<file path="src/design/clfd_pkg.sv">
`timescale 1ns / 1ps

package clfd_pkg;

    localparam int MAX_FRAME_BYTES_DEF = 64;
    localparam int MIN_FRAME_BYTES = 7;

    localparam logic [7:0]  HEADER_BYTE = 8'h3A;
    localparam logic [15:0] CRC_INIT = 16'hFFFF;
    localparam logic [15:0] CRC_POLY = 16'h1021;

    localparam logic [2:0] KIND_DATA     = 3'd0;
    localparam logic [2:0] KIND_EMPTY    = 3'd1;
    localparam logic [2:0] KIND_BAD_SIZE = 3'd2;
    localparam logic [2:0] KIND_BAD_CRC  = 3'd3;
    localparam logic [2:0] KIND_STRAY    = 3'd4;

    // For a data command, arg holds the payload length; for a stray byte, the byte.
    typedef struct packed {
        logic [2:0]  kind;
        logic [15:0] frame_type;
        logic [7:0]  arg;
    } cmd_t;

    function automatic logic [15:0] crc16_feed(input logic [15:0] crc, input logic [7:0] b);
        logic [15:0] c;
        c = crc ^ {b, 8'h00};
        for (int i = 0; i < 8; i++)
        begin
            if (c[15])
            begin
                c = {c[14:0], 1'b0} ^ CRC_POLY;
            end
            else
            begin
                c = {c[14:0], 1'b0};
            end
        end
        return c;
    endfunction

endpackage

</file>
<file path="src/design/crc16_length_framed_deframer.sv">
`timescale 1ns / 1ps

// Channel   Handshake           Fields
// input     push / full         rx_byte[7:0]
// result    empty / pop         kind[2:0], frame_type[15:0], payload_byte[7:0], last
//
// A received byte is taken while push is high and full is low. A status result reaches
// the output register through a two-entry command queue, and later while the output
// register is held by a stalled result. A good frame is replayed from the payload memory
// byte by byte, each byte passing through the registered memory read and then the output
// register. Input is held off (full high) while the command queue is full, and from the
// end of a good frame with a payload until its last payload byte is loaded. Reset clears
// all control state; the payload memory is not cleared.

module crc16_length_framed_deframer
    import clfd_pkg::*;
#(
    parameter int MAX_FRAME_BYTES = MAX_FRAME_BYTES_DEF
)
(
    input  logic        clk,
    input  logic        rst_n,
    input  logic        push,
    output logic        full,
    input  logic [7:0]  rx_byte,
    output logic        empty,
    input  logic        pop,
    output logic [2:0]  kind,
    output logic [15:0] frame_type,
    output logic [7:0]  payload_byte,
    output logic        last
);

    localparam int DEPTH = MAX_FRAME_BYTES - MIN_FRAME_BYTES;
    localparam int AW = (DEPTH > 1) ? $clog2(DEPTH) : 1;

    logic          cmd_push;
    cmd_t          cmd_in;
    logic          cmd_ready;
    logic          cmd_valid;
    cmd_t          cmd_out;
    logic          cmd_pop;
    logic          replay_done;
    logic          mem_we;
    logic [AW-1:0] mem_addr;
    logic [7:0]    mem_wdata;

    clfd_front #(
        .MAX_FRAME_BYTES(MAX_FRAME_BYTES),
        .AW(AW)
    ) u_front (
        .clk(clk),
        .rst_n(rst_n),
        .push(push),
        .full(full),
        .rx_byte(rx_byte),
        .cmd_push(cmd_push),
        .cmd(cmd_in),
        .cmd_ready(cmd_ready),
        .replay_done(replay_done),
        .mem_we(mem_we),
        .mem_addr(mem_addr),
        .mem_wdata(mem_wdata)
    );

    clfd_queue u_queue (
        .clk(clk),
        .rst_n(rst_n),
        .wr_en(cmd_push),
        .wr_cmd(cmd_in),
        .wr_ready(cmd_ready),
        .rd_valid(cmd_valid),
        .rd_cmd(cmd_out),
        .rd_en(cmd_pop)
    );

    clfd_back #(
        .DEPTH(DEPTH),
        .AW(AW)
    ) u_back (
        .clk(clk),
        .rst_n(rst_n),
        .cmd_valid(cmd_valid),
        .cmd(cmd_out),
        .cmd_pop(cmd_pop),
        .replay_done(replay_done),
        .mem_we(mem_we),
        .mem_addr(mem_addr),
        .mem_wdata(mem_wdata),
        .empty(empty),
        .pop(pop),
        .kind(kind),
        .frame_type(frame_type),
        .payload_byte(payload_byte),
        .last(last)
    );

endmodule

</file>
<file path="src/design/clfd_front.sv">
`timescale 1ns / 1ps

module clfd_front
    import clfd_pkg::*;
#(
    parameter int MAX_FRAME_BYTES = MAX_FRAME_BYTES_DEF,
    parameter int AW = 6
)
(
    input  logic          clk,
    input  logic          rst_n,
    input  logic          push,
    output logic          full,
    input  logic [7:0]    rx_byte,
    output logic          cmd_push,
    output cmd_t          cmd,
    input  logic          cmd_ready,
    input  logic          replay_done,
    output logic          mem_we,
    output logic [AW-1:0] mem_addr,
    output logic [7:0]    mem_wdata
);

    localparam int LEN_W = $clog2(MAX_FRAME_BYTES + 1);

    typedef enum logic [3:0] {
        PH_HUNT    = 4'b0001,
        PH_SIZE_LO = 4'b0010,
        PH_SIZE_HI = 4'b0100,
        PH_BODY    = 4'b1000
    } phase_t;

    phase_t            phase_reg, phase_next;
    logic [7:0]        size_lo_reg, size_lo_next;
    logic [LEN_W-1:0]  frame_len_reg, frame_len_next;
    logic [LEN_W-1:0]  count_reg, count_next;
    logic [15:0]       type_reg, type_next;
    logic [15:0]       crc_reg, crc_next;
    logic              replay_pend_reg, replay_pend_next;

    logic              accept;
    logic [15:0]       crc_fed;
    logic [15:0]       size_full;
    logic [LEN_W-1:0]  tail;
    logic [LEN_W-1:0]  count_inc;
    logic [LEN_W-1:0]  store_index;
    logic [LEN_W-1:0]  payload_len;

    assign full = !cmd_ready || replay_pend_reg;
    assign accept = push && !full;
    assign crc_fed = crc16_feed(crc_reg, rx_byte);
    assign size_full = {rx_byte, size_lo_reg};
    assign tail = frame_len_reg - LEN_W'(3);
    assign count_inc = count_reg + LEN_W'(1);
    assign store_index = count_reg - LEN_W'(2);
    assign payload_len = frame_len_reg - LEN_W'(MIN_FRAME_BYTES);

    assign mem_addr = store_index[AW-1:0];
    assign mem_wdata = rx_byte;

    always_comb
    begin
        phase_next = phase_reg;
        size_lo_next = size_lo_reg;
        frame_len_next = frame_len_reg;
        count_next = count_reg;
        type_next = type_reg;
        crc_next = crc_reg;
        replay_pend_next = replay_pend_reg;
        cmd_push = 1'b0;
        cmd = '0;
        mem_we = 1'b0;
        if (replay_done)
        begin
            replay_pend_next = 1'b0;
        end
        if (accept)
        begin
            case (phase_reg)
                PH_HUNT:
                begin
                    if (rx_byte == HEADER_BYTE)
                    begin
                        crc_next = crc16_feed(CRC_INIT, rx_byte);
                        phase_next = PH_SIZE_LO;
                    end
                    else
                    begin
                        cmd_push = 1'b1;
                        cmd.kind = KIND_STRAY;
                        cmd.arg = rx_byte;
                    end
                end
                PH_SIZE_LO:
                begin
                    crc_next = crc_fed;
                    size_lo_next = rx_byte;
                    phase_next = PH_SIZE_HI;
                end
                PH_SIZE_HI:
                begin
                    crc_next = crc_fed;
                    if (size_full < 16'(MIN_FRAME_BYTES) || size_full > 16'(MAX_FRAME_BYTES))
                    begin
                        cmd_push = 1'b1;
                        cmd.kind = KIND_BAD_SIZE;
                        phase_next = PH_HUNT;
                    end
                    else
                    begin
                        frame_len_next = size_full[LEN_W-1:0];
                        count_next = '0;
                        type_next = '0;
                        phase_next = PH_BODY;
                    end
                end
                PH_BODY:
                begin
                    crc_next = crc_fed;
                    count_next = count_inc;
                    if (count_reg == LEN_W'(0))
                    begin
                        type_next[7:0] = rx_byte;
                    end
                    else if (count_reg == LEN_W'(1))
                    begin
                        type_next[15:8] = rx_byte;
                    end
                    else if (count_reg < tail - LEN_W'(2))
                    begin
                        mem_we = 1'b1;
                    end
                    if (count_inc == tail)
                    begin
                        phase_next = PH_HUNT;
                        cmd_push = 1'b1;
                        if (crc_fed != 16'h0000)
                        begin
                            cmd.kind = KIND_BAD_CRC;
                        end
                        else if (payload_len == LEN_W'(0))
                        begin
                            cmd.kind = KIND_EMPTY;
                            cmd.frame_type = type_reg;
                        end
                        else
                        begin
                            cmd.kind = KIND_DATA;
                            cmd.frame_type = type_reg;
                            cmd.arg = 8'(payload_len);
                            replay_pend_next = 1'b1;
                        end
                    end
                end
                default:
                begin
                    phase_next = PH_HUNT;
                end
            endcase
        end
    end

    always_ff @(posedge clk or negedge rst_n)
    begin
        if (!rst_n)
        begin
            phase_reg <= PH_HUNT;
            size_lo_reg <= '0;
            frame_len_reg <= '0;
            count_reg <= '0;
            type_reg <= '0;
            crc_reg <= CRC_INIT;
            replay_pend_reg <= 1'b0;
        end
        else
        begin
            phase_reg <= phase_next;
            size_lo_reg <= size_lo_next;
            frame_len_reg <= frame_len_next;
            count_reg <= count_next;
            type_reg <= type_next;
            crc_reg <= crc_next;
            replay_pend_reg <= replay_pend_next;
        end
    end

endmodule

</file>
<file path="src/design/clfd_queue.sv">
`timescale 1ns / 1ps

module clfd_queue
    import clfd_pkg::*;
(
    input  logic clk,
    input  logic rst_n,
    input  logic wr_en,
    input  cmd_t wr_cmd,
    output logic wr_ready,
    output logic rd_valid,
    output cmd_t rd_cmd,
    input  logic rd_en
);

    cmd_t       entry_reg [2];
    logic       wr_ptr_reg, wr_ptr_next;
    logic       rd_ptr_reg, rd_ptr_next;
    logic [1:0] count_reg, count_next;
    logic       do_wr;
    logic       do_rd;

    assign wr_ready = count_reg != 2'd2;
    assign rd_valid = count_reg != 2'd0;
    assign rd_cmd = entry_reg[rd_ptr_reg];
    assign do_wr = wr_en && wr_ready;
    assign do_rd = rd_en && rd_valid;

    always_comb
    begin
        wr_ptr_next = wr_ptr_reg ^ do_wr;
        rd_ptr_next = rd_ptr_reg ^ do_rd;
        count_next = count_reg + {1'b0, do_wr} - {1'b0, do_rd};
    end

    always_ff @(posedge clk)
    begin
        if (do_wr)
        begin
            entry_reg[wr_ptr_reg] <= wr_cmd;
        end
    end

    always_ff @(posedge clk or negedge rst_n)
    begin
        if (!rst_n)
        begin
            wr_ptr_reg <= 1'b0;
            rd_ptr_reg <= 1'b0;
            count_reg <= 2'd0;
        end
        else
        begin
            wr_ptr_reg <= wr_ptr_next;
            rd_ptr_reg <= rd_ptr_next;
            count_reg <= count_next;
        end
    end

endmodule

</file>
<file path="src/design/clfd_back.sv">
`timescale 1ns / 1ps

module clfd_back
    import clfd_pkg::*;
#(
    parameter int DEPTH = 57,
    parameter int AW = 6
)
(
    input  logic          clk,
    input  logic          rst_n,
    input  logic          cmd_valid,
    input  cmd_t          cmd,
    output logic          cmd_pop,
    output logic          replay_done,
    input  logic          mem_we,
    input  logic [AW-1:0] mem_addr,
    input  logic [7:0]    mem_wdata,
    output logic          empty,
    input  logic          pop,
    output logic [2:0]    kind,
    output logic [15:0]   frame_type,
    output logic [7:0]    payload_byte,
    output logic          last
);

    typedef enum logic [2:0] {
        B_IDLE = 3'b001,
        B_READ = 3'b010,
        B_SEND = 3'b100
    } back_state_t;

    logic [7:0]    mem [DEPTH];
    logic [7:0]    rd_data_reg;

    back_state_t   state_reg, state_next;
    logic [AW-1:0] idx_reg, idx_next;
    logic [7:0]    len_reg, len_next;
    logic [15:0]   type_reg, type_next;
    logic          out_valid_reg, out_valid_next;
    logic [2:0]    out_kind_reg, out_kind_next;
    logic [15:0]   out_type_reg, out_type_next;
    logic [7:0]    out_byte_reg, out_byte_next;
    logic          out_last_reg, out_last_next;
    logic          slot_free;
    logic          is_last;

    assign empty = !out_valid_reg;
    assign kind = out_kind_reg;
    assign frame_type = out_type_reg;
    assign payload_byte = out_byte_reg;
    assign last = out_last_reg;

    assign slot_free = !out_valid_reg || pop;
    assign is_last = 8'(idx_reg) == len_reg - 8'd1;

    always_ff @(posedge clk)
    begin
        if (mem_we)
        begin
            mem[mem_addr] <= mem_wdata;
        end
    end

    always_ff @(posedge clk)
    begin
        rd_data_reg <= mem[idx_reg];
    end

    always_comb
    begin
        state_next = state_reg;
        idx_next = idx_reg;
        len_next = len_reg;
        type_next = type_reg;
        out_valid_next = out_valid_reg && !pop;
        out_kind_next = out_kind_reg;
        out_type_next = out_type_reg;
        out_byte_next = out_byte_reg;
        out_last_next = out_last_reg;
        cmd_pop = 1'b0;
        replay_done = 1'b0;
        case (state_reg)
            B_IDLE:
            begin
                if (cmd_valid && slot_free)
                begin
                    cmd_pop = 1'b1;
                    if (cmd.kind == KIND_DATA)
                    begin
                        idx_next = '0;
                        len_next = cmd.arg;
                        type_next = cmd.frame_type;
                        state_next = B_READ;
                    end
                    else
                    begin
                        out_valid_next = 1'b1;
                        out_kind_next = cmd.kind;
                        out_type_next = cmd.frame_type;
                        out_byte_next = (cmd.kind == KIND_STRAY) ? cmd.arg : 8'h00;
                        out_last_next = 1'b1;
                    end
                end
            end
            B_READ:
            begin
                state_next = B_SEND;
            end
            B_SEND:
            begin
                if (slot_free)
                begin
                    out_valid_next = 1'b1;
                    out_kind_next = KIND_DATA;
                    out_type_next = type_reg;
                    out_byte_next = rd_data_reg;
                    out_last_next = is_last;
                    if (is_last)
                    begin
                        replay_done = 1'b1;
                        state_next = B_IDLE;
                    end
                    else
                    begin
                        idx_next = idx_reg + AW'(1);
                        state_next = B_READ;
                    end
                end
            end
            default:
            begin
                state_next = B_IDLE;
            end
        endcase
    end

    always_ff @(posedge clk or negedge rst_n)
    begin
        if (!rst_n)
        begin
            state_reg <= B_IDLE;
            idx_reg <= '0;
            out_valid_reg <= 1'b0;
        end
        else
        begin
            state_reg <= state_next;
            idx_reg <= idx_next;
            out_valid_reg <= out_valid_next;
        end
    end

    always_ff @(posedge clk)
    begin
        len_reg <= len_next;
        type_reg <= type_next;
        out_kind_reg <= out_kind_next;
        out_type_reg <= out_type_next;
        out_byte_reg <= out_byte_next;
        out_last_reg <= out_last_next;
    end

endmodule

</file>
<file path="config.mk">
export PLATFORM = sky130hd
export DESIGN_NAME = crc16_length_framed_deframer
export DESIGN_NICKNAME = d
export VERILOG_FILES = /design/src/design/clfd_pkg.sv /design/src/design/crc16_length_framed_deframer.sv /design/src/design/clfd_front.sv /design/src/design/clfd_queue.sv /design/src/design/clfd_back.sv
export SDC_FILE = /design/constraint.sdc
export NUM_CORES = 1
export LEC_CHECK = 0
export ABC_AREA = 1
export BUFFER_PORTS_ARGS = -buffer_cell sky130_fd_sc_hd__buf_2
export CAP_MARGIN = 20
export CORE_MARGIN = 1.5
export CORE_UTILIZATION = 49
export CTS_CLUSTER_SIZE = 10
export DETAILED_ROUTE_END_ITERATION = 16
export GPL_TIMING_DRIVEN = 0
export PLACE_DENSITY = 0.71
export SYNTH_ARGS = -nofsm -noshare
export SYNTH_HDL_FRONTEND = slang
export SYNTH_HIERARCHICAL = 1
export SYNTH_SLANG_ARGS = --single-unit
</file>
<file path="constraint.sdc">
create_clock -name clk -period 7.19 [get_ports clk]
set_clock_uncertainty 0.1 [all_clocks]
set_input_delay 1.0785 -clock clk [delete_from_list [all_inputs] [get_ports clk]]
set_output_delay 1.0785 -clock clk [all_outputs]
set_load 0.02 [all_outputs]
</file>
* Yosys cells after proc, flatten, opt, wreduce, memory -nomap -nowiden *
Memory sizes are Yosys's and may differ from the RTL's. A register that Yosys moved wholly into a read port is not among the register bits.
Cells that the tools add are included.

storage, ports and cells
  memories = 2
  latch bits = 0
  memory bits (writable) = 510
  register bits = 125
  word-level logic and storage cells = 229
  bits in read-only memories = 0
  input bits = 12

operators by class
  reduce and logical (&&, ||, !) cells = 32
  bitwise operators = 21
  multiply operators = 0
  shift operators = 0
  divide/modulo/power cells = 0
  mux-type cells = 118
  add/sub/neg operators = 9
  eq/ne operators = 24
  $lt $le $gt $ge = 3

memories
  memory             depth  width  read ports  clocked after Yosys merged registers in  wr ports  RTL line          text
  u_back.mem         57     8      1           1                                        1         clfd_back.sv:33   logic [7:0] mem [DEPTH];
  u_queue.entry_reg  2      27     1           0                                        1         clfd_queue.sv:16  cmd_t entry_reg [2];

operators by type and width
  operator                                                         count
  2-to-1 mux 16 bit                                                27
  2-to-1 mux 13 bit                                                16
  one-hot mux 16 bit (2 select lines)                              3
  2-to-1 mux 8 bit                                                 8
  2-to-1 mux 27 bit                                                2
  inverter 3 bit                                                   16
  one-hot mux 8 bit (2 select lines)                               2
  2-to-1 mux 1 bit                                                 30
  2-to-1 mux 24 bit                                                1
  2-to-1 mux 3 bit                                                 8
  2-to-1 mux 6 bit                                                 4
  one-hot mux 3 bit (3 select lines)                               2
  AND reduction 3 bit                                              6
  2-to-1 mux 17 bit                                                1
  greater-than comparator 16 x 7 -> 1 bit (second input constant)  1
  < comparator 16 x 3 -> 1 bit (second input constant)             1
  inverter 16 bit                                                  1
  one-hot mux 4 bit (4 select lines)                               1
  nonzero test 16 bit                                              1
  bitwise XOR 16 bit                                               1
  logical NOT 7 bit                                                2
  2-to-1 mux 7 bit                                                 2
  inequality test 2 x 1 -> 1 bit (second input constant)           7
  one-hot mux 7 bit (2 select lines)                               1
  38 further kinds                                                 63

* Depth between registers and ports, before layout *
  depth in word-level cells = 40
  gate-level depth with buffers = 24
  depth with buffers taken out = 24

* Hierarchy *
Netlist, hierarchy kept.

modules (own cells, without submodules)
  module      seq. area each (um^2)  area an instance (um^2)  instances  cells an instance
  clfd_back   15,666.3               21,689.6                 1          1,894
  clfd_front  1,497.7                4,438.0                  1          655
  clfd_queue  1,721.7                2,437.3                  1          172

* Least setup slack after synthesis *
Ideal clock, no wire load.

  kind = reg-to-reg
  from = register u_front.count_reg[1]
  to = memory u_queue/entry_reg[1][0] (netlist bit), enable pin
  path buffers = 0
  period minus slack after synthesis = 3.612 ns
  library setup time = 0.411 ns
  cell stages (with the launch flop) = 14
  setup slack = 3.578 ns
  arrival = 3.101 ns
  path through = dfrtp_1 > inv_1 > ha_1 > inv_1 > nor2_1 > nor3_1 > nand3b_1 > nor2_4 > nand2_4 > nor2_8 > inv_2 > a31oi_1 > nand2_2 > nor2_1

between the ends
  word-level cells in the longest chain between the ends = 8

ends and longest elaborated chain
  item                                    RTL line                            text
  start: declaration                      clfd_front.sv:36                    logic [LEN_W-1:0] count_reg, count_next;
  start signal: assignment                clfd_front.sv:180                   count_reg <= count_next;
  adder 7 x 1 -> 7 bit                    clfd_front.sv:54                    assign count_inc = count_reg + LEN_W'(1);
  equality test 7 bit                     clfd_front.sv:133                   if (count_inc == tail)
  2-to-1 mux 1 bit                        clfd_front.sv:133
  one-hot mux 1 bit (3 select lines)      clfd_front.sv:79                    case (phase_reg)
  2-to-1 mux 1 bit                        clfd_front.sv:77                    if (accept)
  net cmd_push                            crc16_length_framed_deframer.sv:37  logic cmd_push;
  logical AND 1 bit                       clfd_queue.sv:26                    assign do_wr = wr_en && wr_ready;
  2-to-1 mux 1 bit                        clfd_queue.sv:38                    if (do_wr)
  2-to-1 mux 1 bit (implied by the code)  clfd_queue.sv:40                    entry_reg[wr_ptr_reg] <= wr_cmd;
  end: declaration                        clfd_queue.sv:16

The timed path passes the listed nets, and every way through them passes these cells.

* Final worst setup path *
  from = register u_front.frame_len_reg[0]
  to = memory u_back.mem[14][5], enable pin

between the ends
  word-level cells in the longest chain between the ends = 10

ends and longest elaborated chain
  item                                    RTL line                            text
  start: declaration                      clfd_front.sv:35                    logic [LEN_W-1:0] frame_len_reg, frame_len_next;
  start signal: assignment                clfd_front.sv:179                   frame_len_reg <= frame_len_next;
  subtractor 7 x 2 -> 7 bit               clfd_front.sv:53                    assign tail = frame_len_reg - LEN_W'(3);
  subtractor 7 x 2 -> 7 bit               clfd_front.sv:129                   else if (count_reg < tail - LEN_W'(2))
  < comparator 7 bit                      clfd_front.sv:129
  2-to-1 mux 1 bit                        clfd_front.sv:129
  2-to-1 mux 1 bit                        clfd_front.sv:125                   else if (count_reg == LEN_W'(1))
  2-to-1 mux 1 bit                        clfd_front.sv:121                   if (count_reg == LEN_W'(0))
  2-to-1 mux 1 bit                        clfd_front.sv:79
  2-to-1 mux 1 bit                        clfd_front.sv:77
  net mem_we                              crc16_length_framed_deframer.sv:44  logic mem_we;
  2-to-1 mux 1 bit                        clfd_back.sv:59                     if (mem_we)
  2-to-1 mux 1 bit (implied by the code)  clfd_back.sv:61                     mem[mem_addr] <= mem_wdata;
  end: declaration                        clfd_back.sv:33

The timed path passes the listed nets, and every way through them passes these cells.

==> reports/qor.csv <==
stage,metric,value,unit
sta,Achievable Freq,0.2161,GHz
critical_path,CP Data Arrival Time,4.76,ns
detailed_routing,Vias/cell,5.646,
hold_path,worst min path class,in2async,
critical_path,Worst R2R Start,u_front/frame_len_reg[0],
synth,post-synth net total,2751,
cells_and_area,Area Growth Syn to Fin,12.11,%
critical_path,Worst path max stage delay,0.85,ns
clocking,hold buffers post-CTS,0,
die,row count,88,
detailed_routing,initial DRC count,2544,
clocking,Clock Sinks,643,
synth,Mapped Cells,2721,
clocking,Max Buffers Root-to-Sink,3,
job,max-cap violation count,0,
critical_path,CP bufs+invs,2,
critical_path,R2R depth,15,
pwr,pwr/cell area,331.5,nW/µm²
detailed_routing,routed length per instance,20.88,µm
sta,RSZ-0062 raised after global routing,false,
grt,vias in the first global route,19960,
sta,Tmin final,4.628,ns
detailed_routing,final wirelength,76100,µm
synth,post-synth cell types,48,
pwr,Lkg Pwr,12.16,nW
cells_and_area,Final nets,2875,
clocking,"CTS clk-pin slew, worst paths",0.05,ns
critical_path,Setup crit end,u_back/mem[14][5],
critical_path,kind of critical path,reg2reg,
die,die area,59750,µm²
place,worst slack at placement,2.621,ns
die,Core ar.,57700,µm²
clocking,CTS buffer count,76,
synth,"FF+latch count, synth",643,
clocking,H-tree levels,3,
clocking,Post-CTS Resized,0,
critical_path,crit start category,flop,
cells_and_area,Reg area,18890,µm²
grt,pin count of the biggest net entering global routing,58,
critical_path,worst reg-to-reg setup slack,2.56,ns
clocking,clock root buffer master,clkbuf_16,
sta,fin crit share,0.6437,
cells_and_area,fill count,4794,
grt,grt total ovfl,0,
sta,worst setup margin,2.562,ns
detailed_routing,Post-DRT Antenna Nets,0,
critical_path,crit end category,flop,
synth,Syn. warnings,6,
clocking,CTS tree,built,
grt,GRT Util Overall,0.2552,
synth,syn_area_per_cell,10.50,µm²
critical_path,Reg-to-Reg End,u_back/mem[14][5],
detailed_routing,first-pass iteration count of the detailed router,6,
synth,post-synth top area cell,edfxtp_1,
cells_and_area,share of layout cells above drive strength 1,0.1194,
sta,fin. max-slew vios,0,
grt,first-pass GRT wire length,115300,µm
sta,Slew @ Worst Pin,0.9937,ns
die,Top Ports,42,
grt,initial antenna violation count,1,
synth,ys flop type,edfxtp_1,
status,run status,finished clean,
place,PortBufs,41,
critical_path,Worst path slowest cell,nor2_1,
critical_path,Setup crit start,u_front/frame_len_reg[0],
die,initial core utilization,0.4951,
cells_and_area,Ant. Diodes,0,
pwr,Final Power,10.62,mW
detailed_routing,DRC,0,
cells_and_area,fin util,0.5551,
sta,WHS,0.3334,ns
place,Final HPWL DP,51680,µm
clocking,"Setup Fix Bufs, Post-CTS",0,
critical_path,worst path cell trace,ha_1 -> nand2_1 -> inv_2 -> nor2_1 -> ha_1 -> ha_1 -> a21oi_1 -> o21ai_0 -> a21oi_1 -> o21bai_1 -> a21o_1 -> a21oi_1 -> clkbuf_1 -> nand2_1 -> nor2_1,
sta,Setup TNS Final,0,ns
synth,sequential element share of the synthesized area,0.6611,
synth,"EDFF count, synth",562,
synth,synthesized area,28560,µm²
critical_path,required time worst endpoint,7.32,ns
place,RD Place Congestion,0.9295,
die,Die X-Extent,244.4,µm
synth,Synth top area share,0.5908,
sta,final hold vios,0,
pwr,maximum VDD drop,213.9,µV
clocking,Worst-Skew Late Latency,0.62,ns
sta,Setup Viol. Count Final,0,
critical_path,WP depth,15,
cells_and_area,Multi-input gate area,8323,µm²
critical_path,crit path max fanout,10,
critical_path,Crit path max-delay family,simple AND/OR/NAND/NOR gates,
detailed_routing,total vias in the final route,20580,
die,die height,244.4,µm
cells_and_area,Largest register FFs,456,
synth,top post-synthesis cells by area,"edfxtp_1, nand2_1, nor2_1",
synth,share of synthesized registers carrying an async set or reset,0.1135,
sta,Rel. slew slack,0.3351,
## worst min-delay path by stage
stage	slack, ns	depth (start not counted)	from	to
floorplan	0.35	2	u_front/type_reg[0]	u_front/type_reg[0]
global placement	0.37	2	u_front/type_reg[2]	u_front/type_reg[2]
detailed placement	0.37	2	u_front/type_reg[4]	u_front/type_reg[4]
CTS	0.32	1	rst_n	u_front/size_lo_reg[5]
global route	0.36	1	rst_n	u_front/size_lo_reg[5]
finish	0.33	1	rst_n	u_front/size_lo_reg[5]
## cells in the mapped netlist, drive strengths merged, types with 13 or more instances
cell    number
a21oi       21
buf         91
clkbuf      38
dfrtp       55
dfstp       18
edfxtp     562
ha          18
inv        157
nand2      647
nand3      224
nand4       13
nor2       511
nor3        23
o211ai      29
o21ai      264
xor2        19
## final cells by class
| cell class | instances | area share |
|---|---|---|
| plain buffers | 129 | 0.02372 |
| well taps | 765 | 0.02989 |
| repair buffers | 46 | 0.009768 |
| flip-flops and latches | 643 | 0.5897 |
| clock inverters | 8 | 0.002461 |
| inverters | 157 | 0.01879 |
| clock buffers | 105 | 0.06575 |
| multi-input cells | 1792 | 0.2599 |
## metrics by stage
step,instances,instance area (µm²)
2_1_floorplan,2721,28560
3_3_place_gp,3527,29730
3_5_place_dp,3532,29840
4_1_cts,3645,32020
5_1_grt,3645,32020
6_report,3645,32020
## cells in the final DEF (no fill, tap or decap), types with 4 or more instances in the layout
cell | synthesis | routed
or2_2 | 5 | 5
clkbuf_1 | 37 | 61
buf_4 | 17 | 18
dfrtp_1 | 55 | 55
buf_12 | 3 | 4
inv_2 | 18 | 18
nor2_1 | 486 | 484
nor2_4 | 15 | 15
o21ai_1 | 36 | 36
buf_2 | 46 | 86
buf_6 | 12 | 12
xor2_1 | 19 | 19
nor2_2 | 9 | 11
inv_1 | 136 | 136
nand2_1 | 598 | 598
o21ai_0 | 227 | 227
o211ai_1 | 29 | 29
dfxtp_1 | 8 | 8
nand3_1 | 221 | 221
nand2_2 | 27 | 27
a21oi_1 | 21 | 21
clkbuf_16 | 0 | 80
nor3_1 | 18 | 18
buf_1 | 12 | 12
dfstp_2 | 18 | 18
nand2_4 | 22 | 22
edfxtp_1 | 562 | 562
nand4_1 | 13 | 13
ha_1 | 18 | 18
## cell families (layout without fill, tap and decap cells)
family,count (synthesis),in the layout,synth area share
AOI/OAI and AO/OA,322,322,0.06005
xor gates and xnor gates,22,22,0.006746
muxes,1,1,0.0003942
and+or+nand+nor,1429,1429,0.2161
buffers and inverters,286,445,0.04766
adders and majority gates,18,18,0.007885
DFF,643,643,0.6611
## report_power, final
part           switching (mW)  internal, mW  total, mW  leakage (nW)
clock network            1.42          2.02       3.45          1.06
registers               0.156          4.43       4.59          6.04
logic                    1.84         0.740       2.58          5.05
total                    3.42          7.20       10.6          12.2
## metal layers
layer | track usage | vias up | routed length, µm
met5 | 0 | - | 0
met4 | 0.1022 | 0 | 3133
met3 | 0.04445 | 207 | 6321
met2 | 0.4261 | 964 | 36750
met1 | 0.3318 | 9963 | 29890
li1 | - | 9446 | -
No activity file was read; power rests on OpenSTA's default activity.
